**config.mk**
```make
export PLATFORM = sky130hd
export DESIGN_NAME = yaz0_ctrl
export DESIGN_NICKNAME = d
export VERILOG_FILES = /design/src/hdl/yaz0_pkg.sv /design/src/hdl/yaz0_ctrl.sv
export SDC_FILE = /design/constraint.sdc
export NUM_CORES = 1
export LEC_CHECK = 0
export BUFFER_PORTS_ARGS = -buffer_cell sky130_fd_sc_hd__buf_2
export CELL_PAD_IN_SITES_DETAIL_PLACEMENT = 1
export CELL_PAD_IN_SITES_GLOBAL_PLACEMENT = 1
export CORE_AREA = 2 2 39 41
export DETAILED_ROUTE_END_ITERATION = 7
export DIE_AREA = 0 0 41 43
export PLACE_DENSITY_LB_ADDON = 0.1
export SYNTH_ARGS = -nofsm -noshare
export SYNTH_HDL_FRONTEND = slang
export SYNTH_SLANG_ARGS = --single-unit
```
**constraint.sdc**
```tcl
create_clock -name clock -period 1.4 [get_ports clock]
set_clock_uncertainty 0.15 [all_clocks]
set_input_delay 0.07 -clock clock [delete_from_list [all_inputs] [get_ports clock]]
set_output_delay 0.07 -clock clock [all_outputs]
set_load 0.05 [all_outputs]
```
**src/hdl/yaz0_pkg.sv**
```systemverilog
// ---------------------------------------------------------------------------
// yaz0_pkg
// Shared types, constants and decoder phase codes for the stream decompressor.
// ---------------------------------------------------------------------------
package yaz0_pkg;

   localparam int WINDOW_DEPTH_DEF = 4096;
   localparam int OUT_LANES_DEF    = 8;
   localparam int TRAIL_LIMIT_DEF  = 32;
   localparam int LANES            = 8;

   localparam logic [7:0] LONG_BIAS = 8'h12;
   localparam logic [7:0] FLAG_TOP  = 8'h80;

   localparam logic [1:0] ST_OK      = 2'd0;
   localparam logic [1:0] ST_MAGIC   = 2'd1;
   localparam logic [1:0] ST_OVERRUN = 2'd2;
   localparam logic [1:0] ST_TRAIL   = 2'd3;

   typedef enum logic [1:0] {
      PH_HEADER = 2'd0,
      PH_NORMAL = 2'd1,
      PH_SHORT  = 2'd2,
      PH_LONG   = 2'd3
   } phase_type;

   typedef enum logic [1:0] {
      FSM_IDLE = 2'd0,
      FSM_COPY = 2'd1,
      FSM_SEND = 2'd2
   } fsm_type;

   typedef struct packed {
      logic [7:0] in_byte;
      logic       new_stream;
   } req_type;

   typedef struct packed {
      logic [7:0] out_byte_0;
      logic [7:0] out_byte_1;
      logic [7:0] out_byte_2;
      logic [7:0] out_byte_3;
      logic [7:0] out_byte_4;
      logic [7:0] out_byte_5;
      logic [7:0] out_byte_6;
      logic [7:0] out_byte_7;
      logic [3:0] lane_count;
      logic       run_last;
      logic [1:0] status;
      logic       finished;
   } rsp_type;

   // controller -> datapath
   typedef struct packed {
      logic take;      // decode the byte in req payload
      logic copy_step; // move one byte through the window
      logic flush;     // load output register with collected lanes
      logic last;      // flush is final one of this word
   } cmd_type;

   // datapath -> controller
   typedef struct packed {
      logic copy_start;
      logic copy_more;  // copy bytes still pending after this step
      logic lanes_full; // lane buffer will be full after this step
   } sts_type;

endpackage

```
**src/hdl/yaz0_ctrl.sv**
```systemverilog
// ---------------------------------------------------------------------------
// yaz0_ctrl
// Sequencer: accepts an input byte, runs copies byte by byte, flushes lane groups.
// ---------------------------------------------------------------------------
module yaz0_ctrl (
   input  logic             clock,
   input  logic             reset,
   input  logic             req_valid,
   output logic             req_stall,
   input  logic             out_busy,
   input  yaz0_pkg::sts_type sts,
   output yaz0_pkg::cmd_type cmd
);

   yaz0_pkg::fsm_type state_ff, state_in;

   always_ff @(posedge clock) begin
      if (reset) begin
         state_ff <= yaz0_pkg::FSM_IDLE;
      end else begin
         state_ff <= state_in;
      end
   end

   always_comb begin
      state_in = state_ff;
      case (state_ff)
         yaz0_pkg::FSM_IDLE: begin
            if (req_valid && !out_busy) begin
               state_in = sts.copy_start ? yaz0_pkg::FSM_COPY : yaz0_pkg::FSM_IDLE;
            end
         end
         yaz0_pkg::FSM_COPY: begin
            if (!out_busy && !sts.copy_more) begin
               state_in = yaz0_pkg::FSM_SEND;
            end
         end
         yaz0_pkg::FSM_SEND: begin
            if (!out_busy) begin
               state_in = yaz0_pkg::FSM_IDLE;
            end
         end
         default: state_in = yaz0_pkg::FSM_IDLE;
      endcase
   end

   always_comb begin
      cmd       = '0;
      req_stall = 1'b1;
      case (state_ff)
         yaz0_pkg::FSM_IDLE: begin
            req_stall = out_busy;
            if (req_valid && !out_busy) begin
               cmd.take = 1'b1;
               if (!sts.copy_start) begin
                  cmd.flush = 1'b1;
                  cmd.last  = 1'b1;
               end
            end
         end
         yaz0_pkg::FSM_COPY: begin
            if (!out_busy) begin
               cmd.copy_step = 1'b1;
               cmd.flush     = sts.lanes_full && sts.copy_more;
            end
         end
         yaz0_pkg::FSM_SEND: begin
            if (!out_busy) begin
               cmd.flush = 1'b1;
               cmd.last  = 1'b1;
            end
         end
         default: ;
      endcase
   end

   a_take_idle: assert property (@(posedge clock) disable iff (reset)
      cmd.take |-> state_ff == yaz0_pkg::FSM_IDLE)
      else $error("take outside idle");
   a_no_flush_busy: assert property (@(posedge clock) disable iff (reset)
      out_busy |-> !cmd.flush && !cmd.take && !cmd.copy_step)
      else $error("command while output busy");
   a_copy_to_send: assert property (@(posedge clock) disable iff (reset)
      (state_ff == yaz0_pkg::FSM_COPY && cmd.copy_step && !sts.copy_more)
      |=> state_ff == yaz0_pkg::FSM_SEND)
      else $error("copy did not end in send");

endmodule

```
==> results of run 1 <==
## layout by cell type (no fill, tap or decap)
| cell type | instances |
|---|---|
| sky130_fd_sc_hd__buf_2 | 7 |
| sky130_fd_sc_hd__clkbuf_4 | 5 |
| sky130_fd_sc_hd__inv_1 | 3 |
| sky130_fd_sc_hd__buf_4 | 3 |
| sky130_fd_sc_hd__nor2_4 | 2 |
| sky130_fd_sc_hd__nand2_1 | 2 |
| sky130_fd_sc_hd__dlygate4sd3_1 | 2 |
| sky130_fd_sc_hd__buf_6 | 2 |
| sky130_fd_sc_hd__dfxtp_2 | 2 |
| sky130_fd_sc_hd__a21oi_2 | 1 |
| sky130_fd_sc_hd__nor3_2 | 1 |
| sky130_fd_sc_hd__nand2_2 | 1 |
| sky130_fd_sc_hd__o32ai_2 | 1 |
| sky130_fd_sc_hd__or3_4 | 1 |
| sky130_fd_sc_hd__or3_2 | 1 |
| sky130_fd_sc_hd__o31ai_1 | 1 |
| sky130_fd_sc_hd__or4_1 | 1 |
| sky130_fd_sc_hd__o21ai_0 | 1 |
| sky130_fd_sc_hd__a211oi_1 | 1 |
| sky130_fd_sc_hd__buf_8 | 1 |
## power groups by stage
| stage | clock network [uW] | registers [uW] | logic (uW) |
|---|---|---|---|
| global route | 146 | 61.0 | 96.2 |
| CTS | 134 | 60.4 | 84.9 |
| global placement | 0 | 61.0 | 68.1 |
| finish | 126 | 60.7 | 89.1 |
| detailed placement | 0 | 60.9 | 69.0 |
| floorplan | 0 | 62.1 | 42.9 |
## routing by layer
layer / vias to the layer above / GRT usage / wire (um)
li1: 109 / - / -
met3: 0 / 0.0314 / 37
met5: - / 0 / 0
met4: 0 / 0.0800 / 0
met1: 99 / 0.0958 / 216
met2: 9 / 0.106 / 248
## tightest hold or removal path: stages
cell                       delay, ns
sky130_fd_sc_hd__buf_2          0.10
sky130_fd_sc_hd__inv_1          0.08
sky130_fd_sc_hd__or4_1          0.12
sky130_fd_sc_hd__a211oi_1       0.06
## cells by family (layout without fill, tap and decap cells)
kind of cell,Yosys count,in the layout,synth area share
simple gates,9,9,0.352
flops,2,2,0.305
buf+inv,3,23,0.0857
compound gates,5,5,0.257
## area by class of cell
cell class	instances	area [um2]	share of cell area
multi-input combinational	14	118	0.342
tap	16	20.0	0.0582
sequential	2	42.5	0.124
inverter	3	11.3	0.0327
timing repair buffer	17	130	0.378
clock buffer	3	22.5	0.0655
## per-stage QoR
step / setup TNS [ns] / utilization / cells / hold WS (ns)
global placement: 0 / 0.171 / 48 / 0.121
detailed placement: 0 / 0.171 / 48 / 0.119
global route: -0.0921 / 0.249 / 55 / 0.139
CTS: -0.0228 / 0.231 / 55 / 0.106
finish: 0 / 0.249 / 55 / 0.101
floorplan: -0.293 / - / 19 / -0.00724
## path summary, 6_finish.rpt
| path | to | slack [ns] | cells past startpoint | from |
|---|---|---|---|---|
| hold reg to reg | state_ff[0] | 0.38 | 2 | state_ff[1] |
| hold / removal | state_ff[0] | 0.10 | 4 | sts[2] |
| setup / recovery | cmd[3] | 0.006 | 3 | state_ff[0] |
| setup reg to reg | state_ff[0] | 0.10 | 2 | state_ff[0] |
## repair_timing
action | CTS | global route
resized for setup | 7 | 9
hold endpoints to repair | 2 | 0
hold buffers | 2 | 0
endpoints found under the setup margin | 5 | 6
pin swaps | 5 | 4
buffers inserted | 2 | 0
==> impl_results.html, run 1 <==
<table>
<tr><th>Metric</th><th>Value</th></tr>
<tr><th colspan="2">Critical path</th></tr>
<tr><td>Crit path largest cell delay</td><td>approximately 0.4 ns</td></tr>
<tr><td>Sort of element at the end of the critical path</td><td>output port</td></tr>
<tr><td>Nature of the critical path startpoint</td><td>register</td></tr>
<tr><td>Endpoint required time on the critical path</td><td>1.18 ns</td></tr>
<tr><td>Slowest stage cell, crit path</td><td>sky130_fd_sc_hd__or3_4</td></tr>
<tr><td>Critical path peak fanout</td><td>3</td></tr>
<tr><td>Buffers &amp; Inverters on Critical Path</td><td>1</td></tr>
<tr><td>Ordered cell list for the critical path</td><td>or3_4 -&gt; nor2_4 -&gt; buf_8</td></tr>
<tr><td>Type of the setup path with the least slack</td><td>register to output port</td></tr>
<tr><td>Worst Path Arrival</td><td>1.17 ns</td></tr>
<tr><td>Dominant delay contributor by cell family on the critical path</td><td>simple AND/OR/NAND/NOR gates</td></tr>
<tr><th colspan="2">Global route</th></tr>
<tr><td>Pin count of the biggest net entering global routing</td><td>8</td></tr>
<tr><td>Via count of the first global-routing pass</td><td>245</td></tr>
<tr><td>GRT Total Usage</td><td>0.0822</td></tr>
<tr><td>Overflow left after global routing</td><td>0</td></tr>
<tr><td>Global-route wire length before repair</td><td>924 um</td></tr>
<tr><td>Antenna violations before repair</td><td>0</td></tr>
<tr><th colspan="2">Die</th></tr>
<tr><td>Die Width</td><td>slightly above 40 um</td></tr>
<tr><td>Starting utilization of the core area</td><td>0.0949</td></tr>
<tr><td>Die Y</td><td>43 um</td></tr>
<tr><td>Number of top-level pins</td><td>12</td></tr>
<tr><td>Placement Rows</td><td>14</td></tr>
<tr><td>Die footprint</td><td>1760 um2</td></tr>
<tr><td>Core area</td><td>1380 um2</td></tr>
<tr><th colspan="2">Layout</th></tr>
<tr><td>Cell area after layout</td><td>344 um2</td></tr>
<tr><td>Largest registers in the final layout</td><td>state_ff: 2 flops</td></tr>
<tr><td>Register containing the most flip-flops in the final layout</td><td>state_ff</td></tr>
<tr><td>Number of nets in the finished design</td><td>48</td></tr>
<tr><td>Layout cells sized above 1</td><td>0.718</td></tr>
<tr><td>Antenna diode instance count</td><td>0</td></tr>
<tr><td>FILL cells</td><td>between 150 and 200</td></tr>
<tr><td>Area Overhead vs Synth</td><td>162%</td></tr>
<tr><td>Flip-flop count of the largest register after layout</td><td>2</td></tr>
<tr><th colspan="2">Yosys</th></tr>
<tr><td>Area of the mapped netlist</td><td>131 um2</td></tr>
<tr><td>Seq/Total Area, Yosys</td><td>0.305</td></tr>
<tr><td>Flip-flop and latch count after synthesis</td><td>2</td></tr>
<tr><td>Post-synth top area cell</td><td>sky130_fd_sc_hd__dfxtp_1</td></tr>
<tr><td>Cell count after synthesis</td><td>19</td></tr>
<tr><td>Leading cell types by count after synthesis</td><td>3 x sky130_fd_sc_hd__inv_1, 3 x sky130_fd_sc_hd__nand2_1, 2 x sky130_fd_sc_hd__dfxtp_1, 2 x sky130_fd_sc_hd__nor2_1, 2 x sky130_fd_sc_hd__or3_2</td></tr>
<tr><td>Fraction of synthesized cell area taken by the top area cell type</td><td>0.305</td></tr>
<tr><td>Number of flops mapped to enable cells by yosys</td><td>0</td></tr>
<tr><td>Fraction of registers with async set or reset after synthesis</td><td>0</td></tr>
<tr><td>Biggest area contributors in the synthesized netlist</td><td>sky130_fd_sc_hd__dfxtp_1 30%, sky130_fd_sc_hd__or3_2 11%, sky130_fd_sc_hd__inv_1 8.6%</td></tr>
<tr><td>YS warnings</td><td>0</td></tr>
<tr><td>Post-synthesis area per instance</td><td>6.91 um2</td></tr>
<tr><td>Prevailing post-synth register cell</td><td>sky130_fd_sc_hd__dfxtp_1</td></tr>
<tr><td>Synth unique cells</td><td>12</td></tr>
<tr><td>Post-Syn Nets</td><td>26</td></tr>
<tr><th colspan="2">STA</th></tr>
<tr><td>Highest clock rate</td><td>around 700 MHz</td></tr>
<tr><td>Headroom to the max-slew limit</td><td>0.836</td></tr>
<tr><td>Max-slew violation count</td><td>0</td></tr>
<tr><td>Final Cycle Share</td><td>0.995</td></tr>
<tr><td>Unrepaired setup endpoints after global routing</td><td>true</td></tr>
<tr><td>Number of hold violations in the final report</td><td>0</td></tr>
<tr><td>Post-layout min period</td><td>1.39 ns</td></tr>
<tr><td>Finish-stage setup viols</td><td>0</td></tr>
<tr><td>Final WS setup</td><td>0.00646 ns</td></tr>
<tr><td>Worst Tran Pin Value</td><td>around 0.25 ns</td></tr>
<tr><th colspan="2">Placement</th></tr>
<tr><td>Instance area at placement</td><td>approximately 240 um2</td></tr>
<tr><td>Buffers added on ports</td><td>11</td></tr>
<tr><td>HPWL Detailed</td><td>414 um</td></tr>
<tr><td>Weighted congestion reported at the end of routability-driven placement</td><td>roughly 0.66</td></tr>
<tr><td>Worst setup slack after placement</td><td>0.0349 ns</td></tr>
<tr><th colspan="2">Power and ir drop</th></tr>
<tr><td>Design internal power</td><td>around 190 uW</td></tr>
<tr><td>Combinational power share</td><td>0.324</td></tr>
<tr><td>Share of total power in sequential cells</td><td>0.221</td></tr>
<tr><td>Ratio of total power to cell area</td><td>about 800 nW/um2</td></tr>
<tr><td>Clk pwr share</td><td>0.456</td></tr>
<tr><td>Final Power</td><td>around 280 uW</td></tr>
<tr><td>Reported leakage power</td><td>about 0.00016 uW</td></tr>
<tr><td>Maximum vdd drop</td><td>approximately 0.00019 V</td></tr>
<tr><td>Net Sw Frac</td><td>0.308</td></tr>
<tr><td>Net switching power figure</td><td>84.8 uW</td></tr>
<tr><th colspan="2">Min path</th></tr>
<tr><td>Hold crit path type</td><td>input port to register</td></tr>
<tr><th colspan="2">CTS</th></tr>
<tr><td>Sink count of the clock tree</td><td>2</td></tr>
<tr><td>Clock Pin Slew Worst Setup and Hold Paths</td><td>0.03 ns</td></tr>
<tr><td>Buffer cell driving the clock tree root</td><td>sky130_fd_sc_hd__clkbuf_4</td></tr>
<tr><td>Skew-Pair Late Insertion Delay</td><td>about 0.22 ns</td></tr>
<tr><td>Cts bufs inserted</td><td>3</td></tr>
<tr><td>Clock tree from TritonCTS</td><td>built</td></tr>
<tr><td>Max Root-Sink Buffers</td><td>2</td></tr>
<tr><td>H-tree level count</td><td>1</td></tr>
<tr><th colspan="2">Routing</th></tr>
<tr><td>DR vias/cell</td><td>3.95</td></tr>
<tr><td>Violation count after the first detailed-route iteration</td><td>1</td></tr>
<tr><td>Drt drc</td><td>0</td></tr>
<tr><td>Drt pass-1 iters</td><td>3</td></tr>
<tr><td>Routed wire per std cell</td><td>about 9.1 um</td></tr>
<tr><td>Total wire length after detailed routing</td><td>between 500 and 600 um</td></tr>
<tr><td>Post-route antenna net violation count</td><td>0</td></tr>
<tr><td>Total number of vias</td><td>roughly 220</td></tr>
<tr><th colspan="2">Run</th></tr>
<tr><td>Maximum capacitance violations</td><td>0</td></tr>
<tr><th colspan="2">Outcome</th></tr>
<tr><td>Status</td><td>finished clean</td></tr>
</table>
Note: power is estimated with default switching activity, not from simulation.
==> run 2: changes to the inputs <==
--- a/config.mk
+++ b/config.mk
@@ -11,6 +11,7 @@
 export CORE_AREA = 2 2 39 41
 export DETAILED_ROUTE_END_ITERATION = 7
 export DIE_AREA = 0 0 41 43
+export GPL_TIMING_DRIVEN = 0
 export PLACE_DENSITY_LB_ADDON = 0.1
 export SYNTH_ARGS = -nofsm -noshare
 export SYNTH_HDL_FRONTEND = slang
==> run 2 against run 1 <==
  * The flow now finishes with violations (negative setup slack)
  * Critical path depth unchanged
  * Combinational power down 15%
  * Sequential share of layout area increased by 3.2 points
  * Clock-buffer cell count stayed put
  * Worst setup slack worse by 0.012 ns
  * Largest power group unchanged
  * Register-to-register slack got worse by 0.04 ns
==> impl_results.html, run 2 (synthesis gave the netlist of run 1 again) <==
<table>
<tr><th>Metric</th><th>Value</th></tr>
<tr><th colspan="2">STA</th></tr>
<tr><td>Unrepaired setup endpoints after global routing</td><td>true</td></tr>
<tr><td>Number of hold violations in the final report</td><td>0 (unchanged)</td></tr>
<tr><td>Final WS setup</td><td>-0.00597 ns (-0.0124 ns)</td></tr>
<tr><td>Highest clock rate</td><td>711 MHz (-0.88%)</td></tr>
<tr><td>Max-slew violation count</td><td>0 (unchanged)</td></tr>
<tr><td>Worst Tran Pin Value</td><td>0.275 ns (+0.0277 ns)</td></tr>
<tr><td>Final Cycle Share</td><td>1.00 (+0.00887)</td></tr>
<tr><td>Headroom to the max-slew limit</td><td>0.817 (-0.0196)</td></tr>
<tr><td>Finish-stage setup viols</td><td>1 (+1)</td></tr>
<tr><td>Post-layout min period</td><td>1.41 ns (+0.0124 ns)</td></tr>
<tr><th colspan="2">Routing</th></tr>
<tr><td>DR vias/cell</td><td>3.84 (-2.6%)</td></tr>
<tr><td>Post-route antenna net violation count</td><td>0 (unchanged)</td></tr>
<tr><td>Routed wire per std cell</td><td>9.84 um (+7.8%)</td></tr>
<tr><td>Total number of vias</td><td>196 (-9.7%)</td></tr>
<tr><td>Total wire length after detailed routing</td><td>502 um (unchanged)</td></tr>
<tr><td>Drt pass-1 iters</td><td>2 (-1)</td></tr>
<tr><td>Drt drc</td><td>0 (unchanged)</td></tr>
<tr><td>Violation count after the first detailed-route iteration</td><td>2 (+1)</td></tr>
<tr><th colspan="2">Layout</th></tr>
<tr><td>Flip-flop count of the largest register after layout</td><td>2 (unchanged)</td></tr>
<tr><td>Layout cells sized above 1</td><td>0.600 (-0.118)</td></tr>
<tr><td>Largest registers in the final layout</td><td>state_ff: 2 flops</td></tr>
<tr><td>Utilization after layout</td><td>0.210 (-0.0389)</td></tr>
<tr><td>Register containing the most flip-flops in the final layout</td><td>state_ff</td></tr>
<tr><td>Number of nets in the finished design</td><td>44 (-8.3%)</td></tr>
<tr><td>Most common cell after layout, fill and taps aside</td><td>sky130_fd_sc_hd__buf_2</td></tr>
<tr><td>Antenna diode instance count</td><td>0 (unchanged)</td></tr>
<tr><td>FILL cells</td><td>177 (+7.9%)</td></tr>
<tr><td>Area Overhead vs Synth</td><td>121%</td></tr>
<tr><td>Most frequent cells in the layout</td><td>9 x sky130_fd_sc_hd__buf_2, 3 x sky130_fd_sc_hd__inv_1, 3 x sky130_fd_sc_hd__nand2_1, 3 x sky130_fd_sc_hd__clkbuf_4</td></tr>
<tr><th colspan="2">Critical path</th></tr>
<tr><td>Buffers &amp; Inverters on Critical Path</td><td>1 (unchanged)</td></tr>
<tr><td>Crit path largest cell delay</td><td>0.39 ns (about the same)</td></tr>
<tr><td>Endpoint required time on the critical path</td><td>1.18 ns (about the same)</td></tr>
<tr><td>Ordered cell list for the critical path</td><td>or3_4 -&gt; nor2_4 -&gt; buf_6</td></tr>
<tr><td>Nature of the critical path startpoint</td><td>register</td></tr>
<tr><td>Worst Path Arrival</td><td>1.19 ns (+0.02 ns)</td></tr>
<tr><td>Dominant delay contributor by cell family on the critical path</td><td>simple AND/OR/NAND/NOR gates</td></tr>
<tr><td>Sort of element at the end of the critical path</td><td>output port</td></tr>
<tr><td>Type of the setup path with the least slack</td><td>register to output port</td></tr>
<tr><td>Critical path peak fanout</td><td>5 (+2)</td></tr>
<tr><td>Slowest stage cell, crit path</td><td>sky130_fd_sc_hd__or3_4</td></tr>
<tr><th colspan="2">Placement</th></tr>
<tr><td>Worst setup slack after placement</td><td>-0.0708 ns (-0.106 ns)</td></tr>
<tr><td>Weighted congestion reported at the end of routability-driven placement</td><td>0.649 (-1.9%)</td></tr>
<tr><td>Buffers added on ports</td><td>11 (unchanged)</td></tr>
<tr><th colspan="2">Die</th></tr>
<tr><td>Starting utilization of the core area</td><td>0.0949 (unchanged)</td></tr>
<tr><td>Die Width</td><td>41 um (unchanged)</td></tr>
<tr><td>Die Y</td><td>43 um (unchanged)</td></tr>
<tr><td>Number of top-level pins</td><td>12 (unchanged)</td></tr>
<tr><td>Core area</td><td>1380 um2 (unchanged)</td></tr>
<tr><td>Placement Rows</td><td>14 (unchanged)</td></tr>
<tr><td>Die footprint</td><td>1760 um2 (unchanged)</td></tr>
<tr><th colspan="2">Power and ir drop</th></tr>
<tr><td>Design internal power</td><td>182 uW (-4.7%)</td></tr>
<tr><td>Reported leakage power</td><td>0.000135 uW (-14%)</td></tr>
<tr><td>Clk pwr share</td><td>0.482 (+0.026)</td></tr>
<tr><td>Maximum vdd drop</td><td>0.000184 V (-2.0%)</td></tr>
<tr><td>Share of total power in sequential cells</td><td>0.232 (+0.011)</td></tr>
<tr><td>Net switching power figure</td><td>83.8 uW (-1.3%)</td></tr>
<tr><td>Net Sw Frac</td><td>0.316 (+0.00764)</td></tr>
<tr><td>Final Power</td><td>265 uW (-3.7%)</td></tr>
<tr><td>Combinational power share</td><td>0.285 (-0.039)</td></tr>
<tr><td>Ratio of total power to cell area</td><td>914 nW/um2 (+14%)</td></tr>
<tr><th colspan="2">Outcome</th></tr>
<tr><td>Failing checks</td><td>negative setup slack</td></tr>
<tr><td>Status</td><td>complete, but fails checks</td></tr>
<tr><th colspan="2">Global route</th></tr>
<tr><td>Pin count of the biggest net entering global routing</td><td>8 (unchanged)</td></tr>
<tr><td>Overflow left after global routing</td><td>0 (unchanged)</td></tr>
<tr><td>Via count of the first global-routing pass</td><td>203 (-17%)</td></tr>
<tr><td>GRT Total Usage</td><td>0.0711 (-0.0111)</td></tr>
<tr><td>Antenna violations before repair</td><td>0 (unchanged)</td></tr>
<tr><td>Global-route wire length before repair</td><td>814 um (-12%)</td></tr>
<tr><th colspan="2">Min path</th></tr>
<tr><td>Hold crit path type</td><td>input port to register</td></tr>
<tr><th colspan="2">CTS</th></tr>
<tr><td>Sink count of the clock tree</td><td>2 (unchanged)</td></tr>
<tr><td>Clock Pin Slew Worst Setup and Hold Paths</td><td>0.03 ns (about the same)</td></tr>
<tr><td>Clock tree from TritonCTS</td><td>built</td></tr>
<tr><td>H-tree level count</td><td>1 (unchanged)</td></tr>
<tr><td>Buffer cell driving the clock tree root</td><td>sky130_fd_sc_hd__clkbuf_4</td></tr>
<tr><td>Max Root-Sink Buffers</td><td>2 (unchanged)</td></tr>
<tr><td>Skew-Pair Late Insertion Delay</td><td>0.22 ns (about the same)</td></tr>
<tr><td>Cts bufs inserted</td><td>3 (unchanged)</td></tr>
<tr><td>Post-CTS setup buffers</td><td>0 (-2)</td></tr>
<tr><th colspan="2">Run</th></tr>
<tr><td>Maximum capacitance violations</td><td>0 (unchanged)</td></tr>
</table>
==> run 2: final timing paths <==
check                            startpoint  slack [ns]  cells past startpoint     endpoint
worst max-delay path            state_ff[1]      -0.006                      3       cmd[3]
worst min-delay path                 sts[2]        0.05                      4  state_ff[0]
worst max register to register  state_ff[0]        0.06                      2  state_ff[0]
worst min register to register  state_ff[1]        0.31                      1  state_ff[0]
==> run 2: layout make-up <==
cell class | instances | area (um2) | area share
multi-input combinational | 14 | 104 | 0.358
timing repair buffer | 13 | 87.6 | 0.302
sequential | 2 | 45.0 | 0.155
clock buffer | 3 | 22.5 | 0.0776
tap | 16 | 20.0 | 0.0690
inverter | 3 | 11.3 | 0.0388
==> run 2: power groups by stage <==
stage	sequential (uW)	clock, uW	combinational, uW
2_1_floorplan	62.1	0	42.9
3_3_place_gp	63.0	0	63.3
3_5_place_dp	63.3	0	64.4
4_1_cts	61.9	136	75.7
5_1_grt	62.0	147	81.6
6_report	61.6	128	75.7
==> run 2: timing repair <==
| action | in CTS | in global routing |
|---|---|---|
| hold buffers | 2 | 0 |
| pin swaps | 1 | 1 |
| hold endpoints to repair | 2 | 0 |
| endpoints found under the setup margin | 4 | 4 |
| resized for setup | 8 | 1 |
==> run 2: metrics by stage <==
step           hold slack (ns)  setup TNS [ns]  area (um2)  cells
3_3_place_gp             0.117         -0.0270         221     46
3_5_place_dp             0.120         -0.0708         221     46
5_1_grt                 0.0704         -0.0790         290     51
2_1_floorplan         -0.00724          -0.293         146     19
6_report                0.0524        -0.00597         290     51
4_1_cts                 0.0549         -0.0238         287     51
==> run 2: worst reg2reg max path: cells and delay by family (launching register included) <==
kind             cells  cell delay [ns]
AND/OR/NAND/NOR      1             0.53
flip-flops           1             0.36
AO/OA/AOI/OAI        1             0.20
==> run 2: per-layer routing <==
metal / global-route usage / up-vias / wire, um
li1: - / 101 / -
met5: 0 / - / 0
met4: 0.0400 / 0 / 0
met1: 0.0828 / 86 / 238
met2: 0.0938 / 9 / 220
met3: 0.0471 / 0 / 43
==> run 3: changes to the inputs <==
--- a/config.mk
+++ b/config.mk
@@ -16,3 +16,4 @@
 export SYNTH_ARGS = -nofsm -noshare
 export SYNTH_HDL_FRONTEND = slang
 export SYNTH_SLANG_ARGS = --single-unit
+export TNS_END_PERCENT = 10
==> run 3 against run 2 <==
  * The flow now finishes without violations
  * Register-to-register slack about the same
  * Worst hold slack improved by 0.0020 ns
  * Highest routed layer unchanged
  * Fmax increased by 0.99%
  * Critical path depth unchanged
  * First-iteration DRC count shrank 100%
  * Routed wire length fell by 7.2%
  * Non-clock buffer count unchanged
  * Sequential cell count is the same
  * Worst setup slack gained 0.014 ns
  * Combinational power shrank 0.5%
  * Largest cell class unchanged
  * Sequential share of layout area rose by 0.27 points
==> impl_results.html, run 3 (synthesis gave the netlist of run 1 again) <==
<table>
<tr><th>Metric</th><th>Value</th></tr>
<tr><th colspan="2">CTS</th></tr>
<tr><td>Max Root-Sink Buffers</td><td>2 (unchanged)</td></tr>
<tr><td>Cts bufs inserted</td><td>3 (unchanged)</td></tr>
<tr><td>Clock tree from TritonCTS</td><td>built</td></tr>
<tr><td>Clock Pin Slew Worst Setup and Hold Paths</td><td>0.03 ns (about the same)</td></tr>
<tr><td>Buffer cell driving the clock tree root</td><td>sky130_fd_sc_hd__clkbuf_4</td></tr>
<tr><td>Post-CTS setup buffers</td><td>0 (unchanged)</td></tr>
<tr><td>Skew-Pair Late Insertion Delay</td><td>0.22 ns (about the same)</td></tr>
<tr><td>H-tree level count</td><td>1 (unchanged)</td></tr>
<tr><td>Sink count of the clock tree</td><td>2 (unchanged)</td></tr>
<tr><th colspan="2">Routing</th></tr>
<tr><td>Post-route antenna net violation count</td><td>0 (unchanged)</td></tr>
<tr><td>Routed wire per std cell</td><td>9.14 um (-7.2%)</td></tr>
<tr><td>Drt pass-1 iters</td><td>1 (-1)</td></tr>
<tr><td>Total wire length after detailed routing</td><td>466 um (-7.2%)</td></tr>
<tr><td>DR vias/cell</td><td>3.82 (-0.51%)</td></tr>
<tr><td>Drt drc</td><td>0 (unchanged)</td></tr>
<tr><td>Violation count after the first detailed-route iteration</td><td>0 (-2)</td></tr>
<tr><td>Total number of vias</td><td>195 (-0.51%)</td></tr>
<tr><th colspan="2">Power and ir drop</th></tr>
<tr><td>Reported leakage power</td><td>0.000134 uW (-1.2%)</td></tr>
<tr><td>Maximum vdd drop</td><td>0.000201 V (+9.1%)</td></tr>
<tr><td>Final Power</td><td>261 uW (-1.8%)</td></tr>
<tr><td>Ratio of total power to cell area</td><td>914 nW/um2 (about the same)</td></tr>
<tr><th colspan="2">Critical path</th></tr>
<tr><td>Type of the setup path with the least slack</td><td>register to output port</td></tr>
<tr><td>Sort of element at the end of the critical path</td><td>output port</td></tr>
<tr><td>Buffers &amp; Inverters on Critical Path</td><td>1 (unchanged)</td></tr>
<tr><td>Critical path peak fanout</td><td>5 (unchanged)</td></tr>
<tr><td>Endpoint required time on the critical path</td><td>1.18 ns (about the same)</td></tr>
<tr><td>Worst Path Arrival</td><td>1.17 ns (-0.02 ns)</td></tr>
<tr><td>Dominant delay contributor by cell family on the critical path</td><td>simple AND/OR/NAND/NOR gates</td></tr>
<tr><td>Crit path largest cell delay</td><td>0.38 ns (about the same)</td></tr>
<tr><td>Nature of the critical path startpoint</td><td>register</td></tr>
<tr><td>Slowest stage cell, crit path</td><td>sky130_fd_sc_hd__or3_4</td></tr>
<tr><td>Ordered cell list for the critical path</td><td>or3_4 -&gt; nor2_4 -&gt; buf_8</td></tr>
<tr><th colspan="2">Min path</th></tr>
<tr><td>Hold crit path type</td><td>input port to register</td></tr>
<tr><th colspan="2">STA</th></tr>
<tr><td>Final Cycle Share</td><td>0.994 (-0.00983)</td></tr>
<tr><td>Finish-stage setup viols</td><td>0 (-1)</td></tr>
<tr><td>Headroom to the max-slew limit</td><td>0.834 (+0.0177)</td></tr>
<tr><td>Setup TNS</td><td>0 ns (+0.00597 ns)</td></tr>
<tr><td>Worst Tran Pin Value</td><td>0.250 ns (-0.0249 ns)</td></tr>
<tr><td>Number of hold violations in the final report</td><td>0 (unchanged)</td></tr>
<tr><td>Unrepaired setup endpoints after global routing</td><td>true</td></tr>
<tr><td>Max-slew violation count</td><td>0 (unchanged)</td></tr>
<tr><td>Highest clock rate</td><td>718 MHz (+0.99%)</td></tr>
<tr><td>Post-layout min period</td><td>1.39 ns (-0.0138 ns)</td></tr>
<tr><td>Worst Hold Slack</td><td>0.0544 ns (+0.00201 ns)</td></tr>
<tr><th colspan="2">Global route</th></tr>
<tr><td>Via count of the first global-routing pass</td><td>201 (-0.99%)</td></tr>
<tr><td>Pin count of the biggest net entering global routing</td><td>8 (unchanged)</td></tr>
<tr><td>GRT Total Usage</td><td>0.0671 (-0.00400)</td></tr>
<tr><td>Overflow left after global routing</td><td>0 (unchanged)</td></tr>
<tr><td>Global-route wire length before repair</td><td>814 um (unchanged)</td></tr>
<tr><td>Antenna violations before repair</td><td>0 (unchanged)</td></tr>
<tr><th colspan="2">Layout</th></tr>
<tr><td>Utilization after layout</td><td>0.206 (-0.00362)</td></tr>
<tr><td>Number of nets in the finished design</td><td>44 (unchanged)</td></tr>
<tr><td>Area Overhead vs Synth</td><td>117%</td></tr>
<tr><td>Antenna diode instance count</td><td>0 (unchanged)</td></tr>
<tr><td>FILL cells</td><td>177 (unchanged)</td></tr>
<tr><td>Most frequent cells in the layout</td><td>9 x sky130_fd_sc_hd__buf_2, 3 x sky130_fd_sc_hd__inv_1, 3 x sky130_fd_sc_hd__nand2_1, 3 x sky130_fd_sc_hd__clkbuf_4, 2 x sky130_fd_sc_hd__dlygate4sd3_1</td></tr>
<tr><td>Most common cell after layout, fill and taps aside</td><td>sky130_fd_sc_hd__buf_2</td></tr>
<tr><td>Area taken by flip-flops and latches</td><td>45.0 um2 (unchanged)</td></tr>
<tr><td>Number of standard cells in the layout, taps in and fillers out</td><td>51 (unchanged)</td></tr>
<tr><td>Flip-flop count of the largest register after layout</td><td>2 (unchanged)</td></tr>
<tr><td>Largest registers in the final layout</td><td>state_ff: 2 flops</td></tr>
<tr><td>Layout cells sized above 1</td><td>0.571 (-0.0286)</td></tr>
<tr><td>Area taken by multi-input logic gates</td><td>98.8 um2 (-4.8%)</td></tr>
<tr><td>Register containing the most flip-flops in the final layout</td><td>state_ff</td></tr>
<tr><th colspan="2">Die</th></tr>
<tr><td>Die Y</td><td>43 um (unchanged)</td></tr>
<tr><td>Number of top-level pins</td><td>12 (unchanged)</td></tr>
<tr><td>Die Width</td><td>41 um (unchanged)</td></tr>
<tr><td>Core area</td><td>1380 um2 (unchanged)</td></tr>
<tr><td>Die footprint</td><td>1760 um2 (unchanged)</td></tr>
<tr><td>Placement Rows</td><td>14 (unchanged)</td></tr>
<tr><td>Starting utilization of the core area</td><td>0.0949 (unchanged)</td></tr>
<tr><th colspan="2">Placement</th></tr>
<tr><td>Placed instance count</td><td>46 (unchanged)</td></tr>
<tr><td>HPWL Detailed</td><td>394 um</td></tr>
<tr><td>Weighted congestion reported at the end of routability-driven placement</td><td>0.644 (-0.77%)</td></tr>
<tr><td>Buffers added on ports</td><td>11 (unchanged)</td></tr>
<tr><th colspan="2">Outcome</th></tr>
<tr><td>Status</td><td>finished clean</td></tr>
<tr><th colspan="2">Run</th></tr>
<tr><td>Maximum capacitance violations</td><td>0 (unchanged)</td></tr>
</table>
[run 3: cell counts in the layout (fill, tap and decap cells not counted)]
No cell type changed its count.
[run 3: final timing paths]
check / cells after the start / slack (ns) / endpoint / start
max: 3 / 0.008 / cmd[3] / state_ff[1]
min: 4 / 0.05 / state_ff[0] / sts[2]
max reg2reg: 2 / 0.07 / state_ff[0] / state_ff[0]
min reg2reg: 1 / 0.29 / state_ff[0] / state_ff[1]
[run 3: tightest hold or removal path, stage by stage]
cell and delay (ns):
sky130_fd_sc_hd__buf_2 0.09, sky130_fd_sc_hd__inv_1 0.05, sky130_fd_sc_hd__or4_1 0.11, sky130_fd_sc_hd__a211oi_1 0.06
[run 3: metrics by stage]
| step | setup WS [ns] | instance area, um2 |
|---|---|---|
| final | 0.00780 | 285 |
| after floorplan | -0.298 | 141 |
| after CTS | -0.0287 | 282 |
| after detailed placement | -0.0394 | 216 |
| after global routing | -0.0299 | 285 |
| after global placement | -0.0206 | 216 |
[run 3: routing by layer]
layer,vias up,track usage,routed length (um)
li1,101,-,-
met1,88,0.0764,193
met2,6,0.106,252
met3,0,0.0157,21
met4,0,0.0400,0
met5,-,0,0
[run 3: power breakdown]
part,switching [uW],internal (uW),total [uW],leakage [uW]
clock,29.6,94.3,124,0.0000138
combinational,46.7,28.7,75.3,0.000102
sequential,2.97,58.4,61.3,0.0000175
[run 3: what timing repair did]
action,4_1_cts,5_1_grt
pin swaps,2,1
setup endpoints to repair,3,1
gates resized for setup,8,1
hold buffers,2,0
endpoints found under the hold margin,2,0
[run 3: layout make-up]
class / instances / share of cell area
multi-input combinational: 14 / 0.346
tap: 16 / 0.0702
timing repair buffer: 13 / 0.307
sequential: 2 / 0.158
clock buffer: 3 / 0.0789
inverter: 3 / 0.0395
